## config.mk

```make
export PLATFORM = sky130hd
export DESIGN_NAME = tch_vec_pre
export DESIGN_NICKNAME = d
export VERILOG_FILES = /design/src/rtl/tch_pkg.sv /design/src/rtl/tch_vec_pre.sv
export SDC_FILE = /design/constraint.sdc
export NUM_CORES = 1
export LEC_CHECK = 0
export BUFFER_PORTS_ARGS = -buffer_cell sky130_fd_sc_hd__buf_2
export CAP_MARGIN = 20
export CORE_UTILIZATION = 45
export DETAILED_ROUTE_END_ITERATION = 8
export PLACE_DENSITY = 0.95
export REMOVE_ABC_BUFFERS = 1
export SETUP_SLACK_MARGIN = 0.5
export SYNTH_ARGS = -nofsm -noshare
export SYNTH_HDL_FRONTEND = slang
export SYNTH_SLANG_ARGS = --single-unit
export TNS_END_PERCENT = 10
```

## constraint.sdc

```tcl
create_clock -name vclk -period 4.35
set_clock_uncertainty 0.2 [all_clocks]
set_input_delay 0.87 -clock vclk [all_inputs]
set_output_delay 0.87 -clock vclk [all_outputs]
set_load 0.02 [all_outputs]
```

## src/rtl/tch_pkg.sv

```systemverilog
package tch_pkg;

    localparam int DEF_CORDIC_STEPS = 16;
    localparam int DEF_SAMPLE_BITS  = 16;

    // angle accumulator in 2^-24 rad units
    localparam int ZW   = 28;
    // rotation datapath, Q30 start value plus gain headroom
    localparam int RW   = 33;
    // sin and cos in Q15
    localparam int CS_W = 18;
    // Q3.13 angle
    localparam int Q_W  = 17;

    localparam int TILT_W  = 14;
    localparam int HEAD_W  = 9;
    localparam int PROD_W  = 34;

    localparam logic [TILT_W-1:0] TILT_RESET  = 14'd6390;
    localparam logic [HEAD_W-1:0] HEAD_MAX    = 9'd359;
    localparam logic [Q_W-1:0]    Q13_TWO_PI  = 17'd51472;
    localparam logic [Q_W-1:0]    DEG_FACTOR  = 17'd117342;

    localparam logic signed [ZW-1:0] ANG_PI      = 28'sd52707179;
    localparam logic signed [ZW-1:0] ANG_HALF_PI = 28'sd26353589;
    localparam logic signed [RW-1:0] INV_GAIN    = 33'sd652032874;

    function automatic logic signed [ZW-1:0] atan_at(input int i);
        logic signed [ZW-1:0] v;
        case (i)
            0:       v = 28'sd13176795;
            1:       v = 28'sd7778716;
            2:       v = 28'sd4110060;
            3:       v = 28'sd2086331;
            4:       v = 28'sd1047214;
            5:       v = 28'sd524117;
            6:       v = 28'sd262123;
            7:       v = 28'sd131069;
            8:       v = 28'sd65536;
            9:       v = 28'sd32768;
            10:      v = 28'sd16384;
            11:      v = 28'sd8192;
            12:      v = 28'sd4096;
            13:      v = 28'sd2048;
            14:      v = 28'sd1024;
            15:      v = 28'sd512;
            16:      v = 28'sd256;
            17:      v = 28'sd128;
            18:      v = 28'sd64;
            19:      v = 28'sd32;
            20:      v = 28'sd16;
            21:      v = 28'sd8;
            22:      v = 28'sd4;
            23:      v = 28'sd2;
            default: v = 28'sd0;
        endcase
        return v;
    endfunction

endpackage

```

## src/rtl/tch_vec_pre.sv

```systemverilog
// quadrant pre-rotation for vectoring: brings x into the right half plane
module tch_vec_pre
    import tch_pkg::*;
#(
    parameter int W = 38
) (
    input  logic signed [W-1:0]  i_x,
    input  logic signed [W-1:0]  i_y,
    output logic signed [W-1:0]  o_x,
    output logic signed [W-1:0]  o_y,
    output logic signed [ZW-1:0] o_z,
    output logic                 o_zero
);
    always_comb begin
        o_zero = (i_x == '0) && (i_y == '0);
        o_x = i_x;
        o_y = i_y;
        o_z = '0;
        if (i_x < 0) begin
            if (i_y >= 0) begin
                o_x = i_y;
                o_y = -i_x;
                o_z = ANG_HALF_PI;
            end else begin
                o_x = -i_y;
                o_y = i_x;
                o_z = -ANG_HALF_PI;
            end
        end
    end
endmodule

```

==> impl_summary.log <==
INFO  metric area_growth = 34.7%
INFO  metric insertedDiodeCount = 0
INFO  metric maxSlewHeadroom = 0.549
INFO  metric final.clkbuf_count = 0
INFO  metric hold_path_startpoint = i_y[36]
INFO  metric max_freq = 257 MHz
INFO  metric grt_setup_unrepaired = true
INFO  metric p_seq_frac = 0
INFO  metric synthesis.area = 2670 um2
INFO  metric cap_violations = 0
INFO  metric hold_end = o_x[37]
INFO  metric drc = 0
INFO  metric route.vias.total = 3843
INFO  metric floorplan.initialDensity = 0.475
INFO  metric layout_min_cycle_time = 3.89 ns
INFO  metric yosys-top-cells-area = sky130_fd_sc_hd__a21oi_1 (14%), sky130_fd_sc_hd__nor2_1 (14%), sky130_fd_sc_hd__xnor2_1 (11%)
INFO  metric layout.area.seq = 0 um2
INFO  metric final_count_of_pins_violating_max_slew = 0
INFO  metric path_buf_inv = 3
INFO  metric drt_first_iter_violations = 219
INFO  metric pin_count = 181
INFO  metric mean_instance_size_in_the_synthesized_netlist = 5.86 um2
INFO  metric worstSetupPathType = input pin to output pin
INFO  metric grt_antenna_before_repair = 0
INFO  metric crit_path_cell_trace = buf_2, or4_4, nor4_4, buf_4, a41oi_1, xnor2_1, a21oi_1, buf_2
INFO  metric dp_hpwl = 7130 um
INFO  metric outcome = completed
INFO  metric synth.largest_area_cell = sky130_fd_sc_hd__a21oi_1
INFO  metric worstMarginPinSlew = 0.670 ns
INFO  metric cts_hold_buf = 0
INFO  metric netlist_instances = 455
INFO  metric port-buffer-count = 181
INFO  metric max-vdd-ir-drop = 72.9 uV
INFO  metric combPwrFrac = 1.000
INFO  metric leakagePower = 1.66 nW
INFO  metric die_w = 79.0 um
INFO  metric synth_cell_type_count = 35
INFO  metric switching_share = 0.636
INFO  metric worst-path-max-fanout = 9
INFO  metric critical_path.max_stage_delay = 0.61 ns
INFO  metric drt-wirelength-per-cell = 13.9 um
INFO  metric cp_top_family = simple AND/OR/NAND/NOR gates
INFO  metric gp_congestion = 0.892
INFO  metric numSequentialCells = 0
INFO  metric final_min_period_over_clock_period = 0.894
INFO  metric finalHoldViolations = 0
INFO  metric layout.cells.most_common_list = sky130_fd_sc_hd__buf_2 (180), sky130_fd_sc_hd__nor2_1 (98), sky130_fd_sc_hd__a21oi_1 (76)
INFO  metric post-cts-setup-buffer-count = 0
INFO  metric drive_above_1_share = 0.370
INFO  metric rows = 27
INFO  metric grt_remaining_overflow = 0
INFO  metric final_net_count = 674
INFO  metric cp.arrival = 2.82 ns
INFO  metric cp-start-kind = input pin
INFO  metric hp-class = input pin to output pin
INFO  metric die-area = 6230 um2
INFO  metric grt_max_degree = 86
INFO  metric first_drt_pass_iteration_count = 5
INFO  metric switchingPower = 0.292 mW
INFO  metric synth_sequential_area_ratio = 0
INFO  metric hold-worst-slack = 1.90 ns
INFO  metric netlist.area_leader.share = 0.143
INFO  metric power.total = 0.460 mW
INFO  metric route.final.wire_length = 9250 um
INFO  metric internal_power = 0.167 mW
INFO  metric placeableCoreArea = 5610 um2
INFO  metric ys_warn_count = 0
INFO  metric nFillCells = 511
INFO  metric endpoint_kind = output pin
INFO  metric p_per_area = 128 nW/um2
INFO  metric wire_length_of_the_first_global_routing_pass = 14600 um
INFO  metric clock_power_share = 0
INFO  metric critical_path_cell_with_the_highest_stage_delay = sky130_fd_sc_hd__or4_4
INFO  metric drt.antenna.violating_nets = 0
INFO  metric most_frequent_standard_cell_in_the_layout_excluding_fill_and_tap_cells = sky130_fd_sc_hd__buf_2
INFO  metric grt_pass1_vias = 3256
INFO  metric critical_path_required = 3.28 ns
INFO  metric setup_viol = 0
INFO  metric crit_path_frequent_cell = sky130_fd_sc_hd__buf_2
INFO  metric groute.usage.overall = 0.277
INFO  metric hold_depth = 3
INFO  metric die_h = 79.0 um
INFO  metric routed_via_density = 5.77
routing by layer:
layer  routed length (um)  track usage  vias up
li1                     -            -     1896
met1                 3880        0.360     1727
met2                 4650        0.506      206
met3                  589      0.00460       14
met4                  137       0.0600        0
met5                    0            0        -
stage by stage:
step,util,cells,TNS [ns],setup slack [ns],area (um2)
floorplan,-,400,-0.239,-0.0776,2360
finish,0.640,666,0,0.461,3590
global route,0.640,666,0,0.336,3590
detailed placement,0.619,666,0,0.277,3470
CTS,0.628,666,0,0.445,3520
global placement,0.619,666,0,0.305,3470
synth_stat cells, types with 2 or more instances:
library cell and instances:
sky130_fd_sc_hd__a21oi_1 76, sky130_fd_sc_hd__a222oi_1 4, sky130_fd_sc_hd__a31oi_1 12, sky130_fd_sc_hd__a41oi_1 4, sky130_fd_sc_hd__buf_1 6, sky130_fd_sc_hd__buf_2 2
sky130_fd_sc_hd__buf_4 26, sky130_fd_sc_hd__clkbuf_1 21, sky130_fd_sc_hd__ha_1 2, sky130_fd_sc_hd__inv_1 13, sky130_fd_sc_hd__mux2i_1 4, sky130_fd_sc_hd__nand2_1 18
sky130_fd_sc_hd__nand2b_1 2, sky130_fd_sc_hd__nand3_1 8, sky130_fd_sc_hd__nor2_1 98, sky130_fd_sc_hd__nor3_1 14, sky130_fd_sc_hd__nor3b_1 2, sky130_fd_sc_hd__nor4_1 12
sky130_fd_sc_hd__o21ai_0 11, sky130_fd_sc_hd__o31ai_1 10, sky130_fd_sc_hd__o41ai_1 13, sky130_fd_sc_hd__or2_2 4, sky130_fd_sc_hd__or3_1 9, sky130_fd_sc_hd__or4_1 10
sky130_fd_sc_hd__xnor2_1 33, sky130_fd_sc_hd__xor2_1 32
worst max path at each step:
stage / from / end / cells after the start / slack (ns)
after global routing: i_y[0] / o_x[26] / 10 / 0.34
after global placement: i_x[0] / o_y[36] / 10 / 0.30
final: i_x[7] / o_y[29] / 8 / 0.46
after CTS: i_y[32] / o_x[36] / 7 / 0.44
after detailed placement: i_x[0] / o_y[36] / 10 / 0.28
after floorplan: i_x[0] / o_y[34] / 7 / -0.08
cell type report:
type,count,area (um2),share of cell area
repair buffers,194,1020,0.284
well taps,72,90.1,0.0251
multi-input cells,387,2430,0.678
inverters,13,48.8,0.0136
cell families (layout without fill, tap and decap cells):
| kind of cell | count (synthesis) | after routing | synth area share |
|---|---|---|---|
| compound gates | 130 | 130 | 0.291 |
| xor+xnor | 65 | 65 | 0.214 |
| fa+ha+maj | 2 | 2 | 0.00939 |
| buf+inv | 68 | 207 | 0.133 |
| mux | 4 | 4 | 0.0150 |
| simple gates | 186 | 186 | 0.338 |
what timing repair did:
action	CTS	global route
cloned	0	0
gates resized for setup	8	12
endpoints found under the setup margin	24	43
pin swaps	1	2
power by group through the flow:
stage / Sequential, mW / Combinational (mW) / Clock (mW)
after floorplan: 0 / 0.255 / 0
after global placement: 0 / 0.440 / 0
after detailed placement: 0 / 0.449 / 0
after CTS: 0 / 0.454 / 0
after global routing: 0 / 0.496 / 0
final: 0 / 0.460 / 0
Note: power is estimated with default switching activity, not from simulation.
