$ cat src/rtl/tch_pkg.sv
package tch_pkg;

    localparam int DEF_CORDIC_STEPS = 16;
    localparam int DEF_SAMPLE_BITS  = 16;

    // angle accumulator in 2^-24 rad units
    localparam int ZW   = 28;
    // rotation datapath, Q30 start value plus gain headroom
    localparam int RW   = 33;
    // sin and cos in Q15
    localparam int CS_W = 18;
    // Q3.13 angle
    localparam int Q_W  = 17;

    localparam int TILT_W  = 14;
    localparam int HEAD_W  = 9;
    localparam int PROD_W  = 34;

    localparam logic [TILT_W-1:0] TILT_RESET  = 14'd6390;
    localparam logic [HEAD_W-1:0] HEAD_MAX    = 9'd359;
    localparam logic [Q_W-1:0]    Q13_TWO_PI  = 17'd51472;
    localparam logic [Q_W-1:0]    DEG_FACTOR  = 17'd117342;

    localparam logic signed [ZW-1:0] ANG_PI      = 28'sd52707179;
    localparam logic signed [ZW-1:0] ANG_HALF_PI = 28'sd26353589;
    localparam logic signed [RW-1:0] INV_GAIN    = 33'sd652032874;

    function automatic logic signed [ZW-1:0] atan_at(input int i);
        logic signed [ZW-1:0] v;
        case (i)
            0:       v = 28'sd13176795;
            1:       v = 28'sd7778716;
            2:       v = 28'sd4110060;
            3:       v = 28'sd2086331;
            4:       v = 28'sd1047214;
            5:       v = 28'sd524117;
            6:       v = 28'sd262123;
            7:       v = 28'sd131069;
            8:       v = 28'sd65536;
            9:       v = 28'sd32768;
            10:      v = 28'sd16384;
            11:      v = 28'sd8192;
            12:      v = 28'sd4096;
            13:      v = 28'sd2048;
            14:      v = 28'sd1024;
            15:      v = 28'sd512;
            16:      v = 28'sd256;
            17:      v = 28'sd128;
            18:      v = 28'sd64;
            19:      v = 28'sd32;
            20:      v = 28'sd16;
            21:      v = 28'sd8;
            22:      v = 28'sd4;
            23:      v = 28'sd2;
            default: v = 28'sd0;
        endcase
        return v;
    endfunction

endpackage

$ cat src/rtl/tch_rot_cell.sv
// one rotation micro-rotation, drives z toward zero
module tch_rot_cell
    import tch_pkg::*;
#(
    parameter int TW   = 1,
    parameter int STEP = 0
) (
    input  logic                 i_clk,
    input  logic                 i_rst_n,
    input  logic                 i_vld,
    input  logic signed [RW-1:0] i_x,
    input  logic signed [RW-1:0] i_y,
    input  logic signed [ZW-1:0] i_z,
    input  logic [TW-1:0]        i_tag,
    output logic                 o_vld,
    output logic signed [RW-1:0] o_x,
    output logic signed [RW-1:0] o_y,
    output logic signed [ZW-1:0] o_z,
    output logic [TW-1:0]        o_tag
);
    localparam logic signed [ZW-1:0] ATAN = atan_at(STEP);

    logic                 r_vld;
    logic signed [RW-1:0] r_x, r_y;
    logic signed [ZW-1:0] r_z;
    logic [TW-1:0]        r_tag;

    always_ff @(posedge i_clk) begin
        if (!i_rst_n) begin
            r_vld <= 1'b0;
        end else begin
            r_vld <= i_vld;
        end
        if (i_z >= 0) begin
            r_x <= i_x - (i_y >>> STEP);
            r_y <= i_y + (i_x >>> STEP);
            r_z <= i_z - ATAN;
        end else begin
            r_x <= i_x + (i_y >>> STEP);
            r_y <= i_y - (i_x >>> STEP);
            r_z <= i_z + ATAN;
        end
        r_tag <= i_tag;
    end

    assign o_vld = r_vld;
    assign o_x   = r_x;
    assign o_y   = r_y;
    assign o_z   = r_z;
    assign o_tag = r_tag;
endmodule

$ cat config.mk
export PLATFORM = sky130hd
export DESIGN_NAME = tch_rot_cell
export DESIGN_NICKNAME = d
export VERILOG_FILES = /design/src/rtl/tch_pkg.sv /design/src/rtl/tch_rot_cell.sv
export SDC_FILE = /design/constraint.sdc
export NUM_CORES = 1
export LEC_CHECK = 0
export ABC_AREA = 1
export BUFFER_PORTS_ARGS = -buffer_cell sky130_fd_sc_hd__buf_2
export CELL_PAD_IN_SITES_DETAIL_PLACEMENT = 1
export CELL_PAD_IN_SITES_GLOBAL_PLACEMENT = 2
export CORE_MARGIN = 8
export CORE_UTILIZATION = 32
export DETAILED_ROUTE_END_ITERATION = 8
export PLACE_DENSITY_LB_ADDON = 0.1
export SYNTH_ARGS = -nofsm -noshare
export SYNTH_HDL_FRONTEND = slang
export SYNTH_SLANG_ARGS = --single-unit
$ cat constraint.sdc
create_clock -name i_clk -period 4.6 [get_ports i_clk]
set_input_delay 0.23 -clock i_clk [delete_from_list [all_inputs] [get_ports i_clk]]
set_output_delay 0.23 -clock i_clk [all_outputs]
set_load 0.005 [all_outputs]
==> run_results.csv <==
group,metric,value,unit
outcome,status,"completed",
sta,worstMarginPinSlew,778,ps
floorplan,initial_core_util,32.5,%
detailed_routing,vias,12600,
logic_synthesis,syn_inst,1976,
power_and_ir_drop,p_leak,7.40,nW
logic_synthesis,ys_seq_area_share,17.0,%
cts,worst_setup_hold_path_clk_slew,90,ps
cts,cts_buffers,9,
finish,final_cell_area,12800,µm²
floorplan,die_w,203,µm
sta,maxSlewHeadroom,48.1,%
global_routing,grt_max_degree,61,
logic_synthesis,async_flop_share,0,%
floorplan,io-pin-count,194,
setup_path,path_max_fanout,25,
logic_synthesis,synth_area,11200,µm²
logic_synthesis,synth_edf_count,0,
finish,nets,2365,
worst_hold_path,hold_path_class,"input pin to flop",
finish,layout.cells.most_common,"nand2_1",
setup_path,arrival,3430,ps
setup_path,crit_path_cell_trace,"buf_2 -> inv_1 -> ha_1 -> inv_1 -> nor3_1 -> nand4_1 -> o21ai_4 -> ha_1 -> a21oi_1 -> o21ai_0 -> nor2_1 -> inv_1 -> nand2_1 -> nand2_1 -> nand2_1 -> nand2_1 -> nand2_1 -> nand2_1",
global_routing,gr-usage-met3,2.48,%
setup_path,cpMaxStageDelayCell,"o21ai_4",
place,routabilityCongestion,0.907,
detailed_routing,ant_nets,0,
place,post-dp-hpwl,40700,µm
setup_path,startpoint_type,"input pin",
setup_path,crit_type,"input pin to flop",
setup_path,cp.required,4890,ps
logic_synthesis,syn_nets,2201,
detailed_routing,wirelength,46800,µm
finish,fill_cells,4833,
logic_synthesis,yosysUniqueCellTypes,37,
detailed_routing,viasPerCell,4.83,
worst_hold_path,hold_depth,3,
detailed_routing,drc,0,
place,port_buffers,193,
logic_synthesis,synthFlopType,"dfxtp_1",
job,cap_violations,0,
sta,rsz0062_at_grt,"no",
setup_path,critPathMaxStageDelay,680,ps
floorplan,die_y,203,µm
sta,fin_crit,3150,ps
logic_synthesis,syn_area_per_cell,5.68,µm²
cts,clockBufferDepth,2,
cts,ctsResizeCount,0,
global_routing,grt_overflow,0,
finish,final_cell_mix,"nand2_1 (680), inv_1 (343), buf_2 (193)",
global_routing,grt_pass1_vias,13000,
power_and_ir_drop,seqPwrFrac,30.2,%
sta,hold_viol_final,0,
sta,fmax,318,MHz
power_and_ir_drop,p_int,1.89,mW
power_and_ir_drop,ir_drop,0.191,mV
global_routing,grt_pass1_wl,72800,µm
finish,area.growth.synth_to_final,14.3,%
sta,drv_slew,0,
cts,clkSinkCount,95,
sta,setup_viol,0,
cts,cts_tree,"yes",
global_routing,grt_usage,22.4,%
power_and_ir_drop,p_sw,1.51,mW
setup_path,crit_top_cell,"nand2_1",
logic_synthesis,yosys_warnings,0,
floorplan,core,34500,µm²
global_routing,top_usage_layer,"met2",
power_and_ir_drop,powerDensity,265,nW/µm²
finish,n_antenna_cell,0,
logic_synthesis,ys_ff_latch,95,
power_and_ir_drop,p_comb_share,45.4,%
sta,finalSetupTns,0,ps
detailed_routing,drtIter0Drc,566,
place,place_area,12500,µm²
finish,multiInputGateArea,7750,µm²
floorplan,die_area,41300,µm²
setup_path,endpoint_kind,"flop",
cts,htree_levels,3,
detailed_routing,first_pass_iters,6,
cts,cts_root_buffer,"clkbuf_16",
sta,finalCritPeriodShare,68.4,%
power_and_ir_drop,clkPwrFrac,24.4,%
finish,drive_above_1_share,11.0,%
floorplan,fp-row-count,68,
finish,seq_area,1900,µm²
global_routing,antenna_found_initial,0,
global_routing,grt_use_met2,38.9,%
power_and_ir_drop,switching_share,44.4,%
detailed_routing,wl_per_cell,18.0,µm
global_routing,grt_use_met1,28.5,%
-- power by group through the flow --
stage	clock, mW	sequential [mW]	combinational (mW)
final	0.827	1.03	1.54
after global routing	0.891	1.04	1.74
after detailed placement	0	1.05	1.55
after floorplan	0	1.06	0.913
after global placement	0	1.04	1.54
after CTS	0.863	1.03	1.56
-- kinds of logic (layout without fill, tap and decap cells) --
family	Yosys count	after routing	share of synthesized area (%)
AND/OR/NAND/NOR	1104	1104	40.3
buffers and inverters	387	556	14.1
AO/OA/AOI/OAI	212	212	10.2
adder cells (fa/ha/maj)	127	127	14.4
flip-flops	95	95	17.0
XOR/XNOR	51	51	3.98
-- layer usage --
layer | up-vias | share of wire [%]
li1 | 6438 | -
met1 | 5858 | 47
met2 | 219 | 47
met3 | 50 | 3.1
met4 | 0 | 2.4
met5 | - | 0
-- worst max-delay path: cells and delay by family --
family | cells | cell delay, ps
compound gates | 3 | 1040
fa+ha+maj | 2 | 580
buf+inv | 4 | 460
simple gates | 9 | 1110
-- synth_stat cells (2+ instances only) --
cell type | n | area share (%)
a31oi_1 | 4 | 0.22
nand3_1 | 160 | 7.1
xor2_1 | 47 | 3.7
nand4_1 | 19 | 1.1
nand3_2 | 4 | 0.36
buf_2 | 20 | 0.89
inv_1 | 343 | 11
o211ai_1 | 2 | 0.13
xnor2_1 | 4 | 0.31
a21o_1 | 3 | 0.20
nand2_1 | 680 | 23
dfxtp_1 | 95 | 17
o21ai_0 | 72 | 3.2
buf_6 | 4 | 0.40
nor2_2 | 6 | 0.33
ha_1 | 123 | 14
or2_2 | 6 | 0.33
nand2_2 | 3 | 0.17
nor2_1 | 191 | 6.4
nor3_1 | 20 | 0.89
o21bai_1 | 18 | 1.2
nand3b_1 | 4 | 0.27
nor4_1 | 3 | 0.17
and2_1 | 8 | 0.45
buf_4 | 16 | 1.1
fa_1 | 4 | 0.71
o21ai_1 | 4 | 0.18
a21oi_1 | 104 | 4.6
-- flip-flops by register name, summed over array words and instances (netlist names) --
| name | flops |
|---|---|
| o_x | 33 |
| o_z | 28 |
| o_y | 32 |
| o_vld | 1 |
| o_tag | 1 |
-- worst paths after layout --
kind                  startpoint  slack [ps]       to
worst min-delay path     i_rst_n          40    o_vld
worst max-delay path     i_z[27]        1450  o_z[26]
-- layout make-up --
class | instances | share of cell area, %
Sequential cell | 95 | 14.8
Clock buffer | 9 | 1.76
Multi-Input combinational cell | 1494 | 60.5
Tap cell | 455 | 4.44
Inverter | 344 | 10.1
Clock inverter | 7 | 0.674
Timing Repair Buffer | 196 | 7.73
-- through the flow --
step                      std cells  hold slack, ps  utilization (%)  setup slack [ps]  power (mW)
after floorplan                1976             258                -              1910        1.98
after global placement         2583             337             36.2              1210        2.58
after detailed placement       2583             344             36.2              1100        2.60
after CTS                      2600            17.1             37.1              1500        3.45
after global routing           2600            62.6             37.1              1140        3.67
final                          2600            42.2             37.1              1450        3.40
-- repair_timing --
action / 4_1_cts / 5_1_grt
setup endpoints to repair: 0 / 0
hold endpoints to repair: 1 / 0
hold buffers: 1 / 0
buffers inserted: 0 / 0
Note: power is estimated with default switching activity, not from simulation.
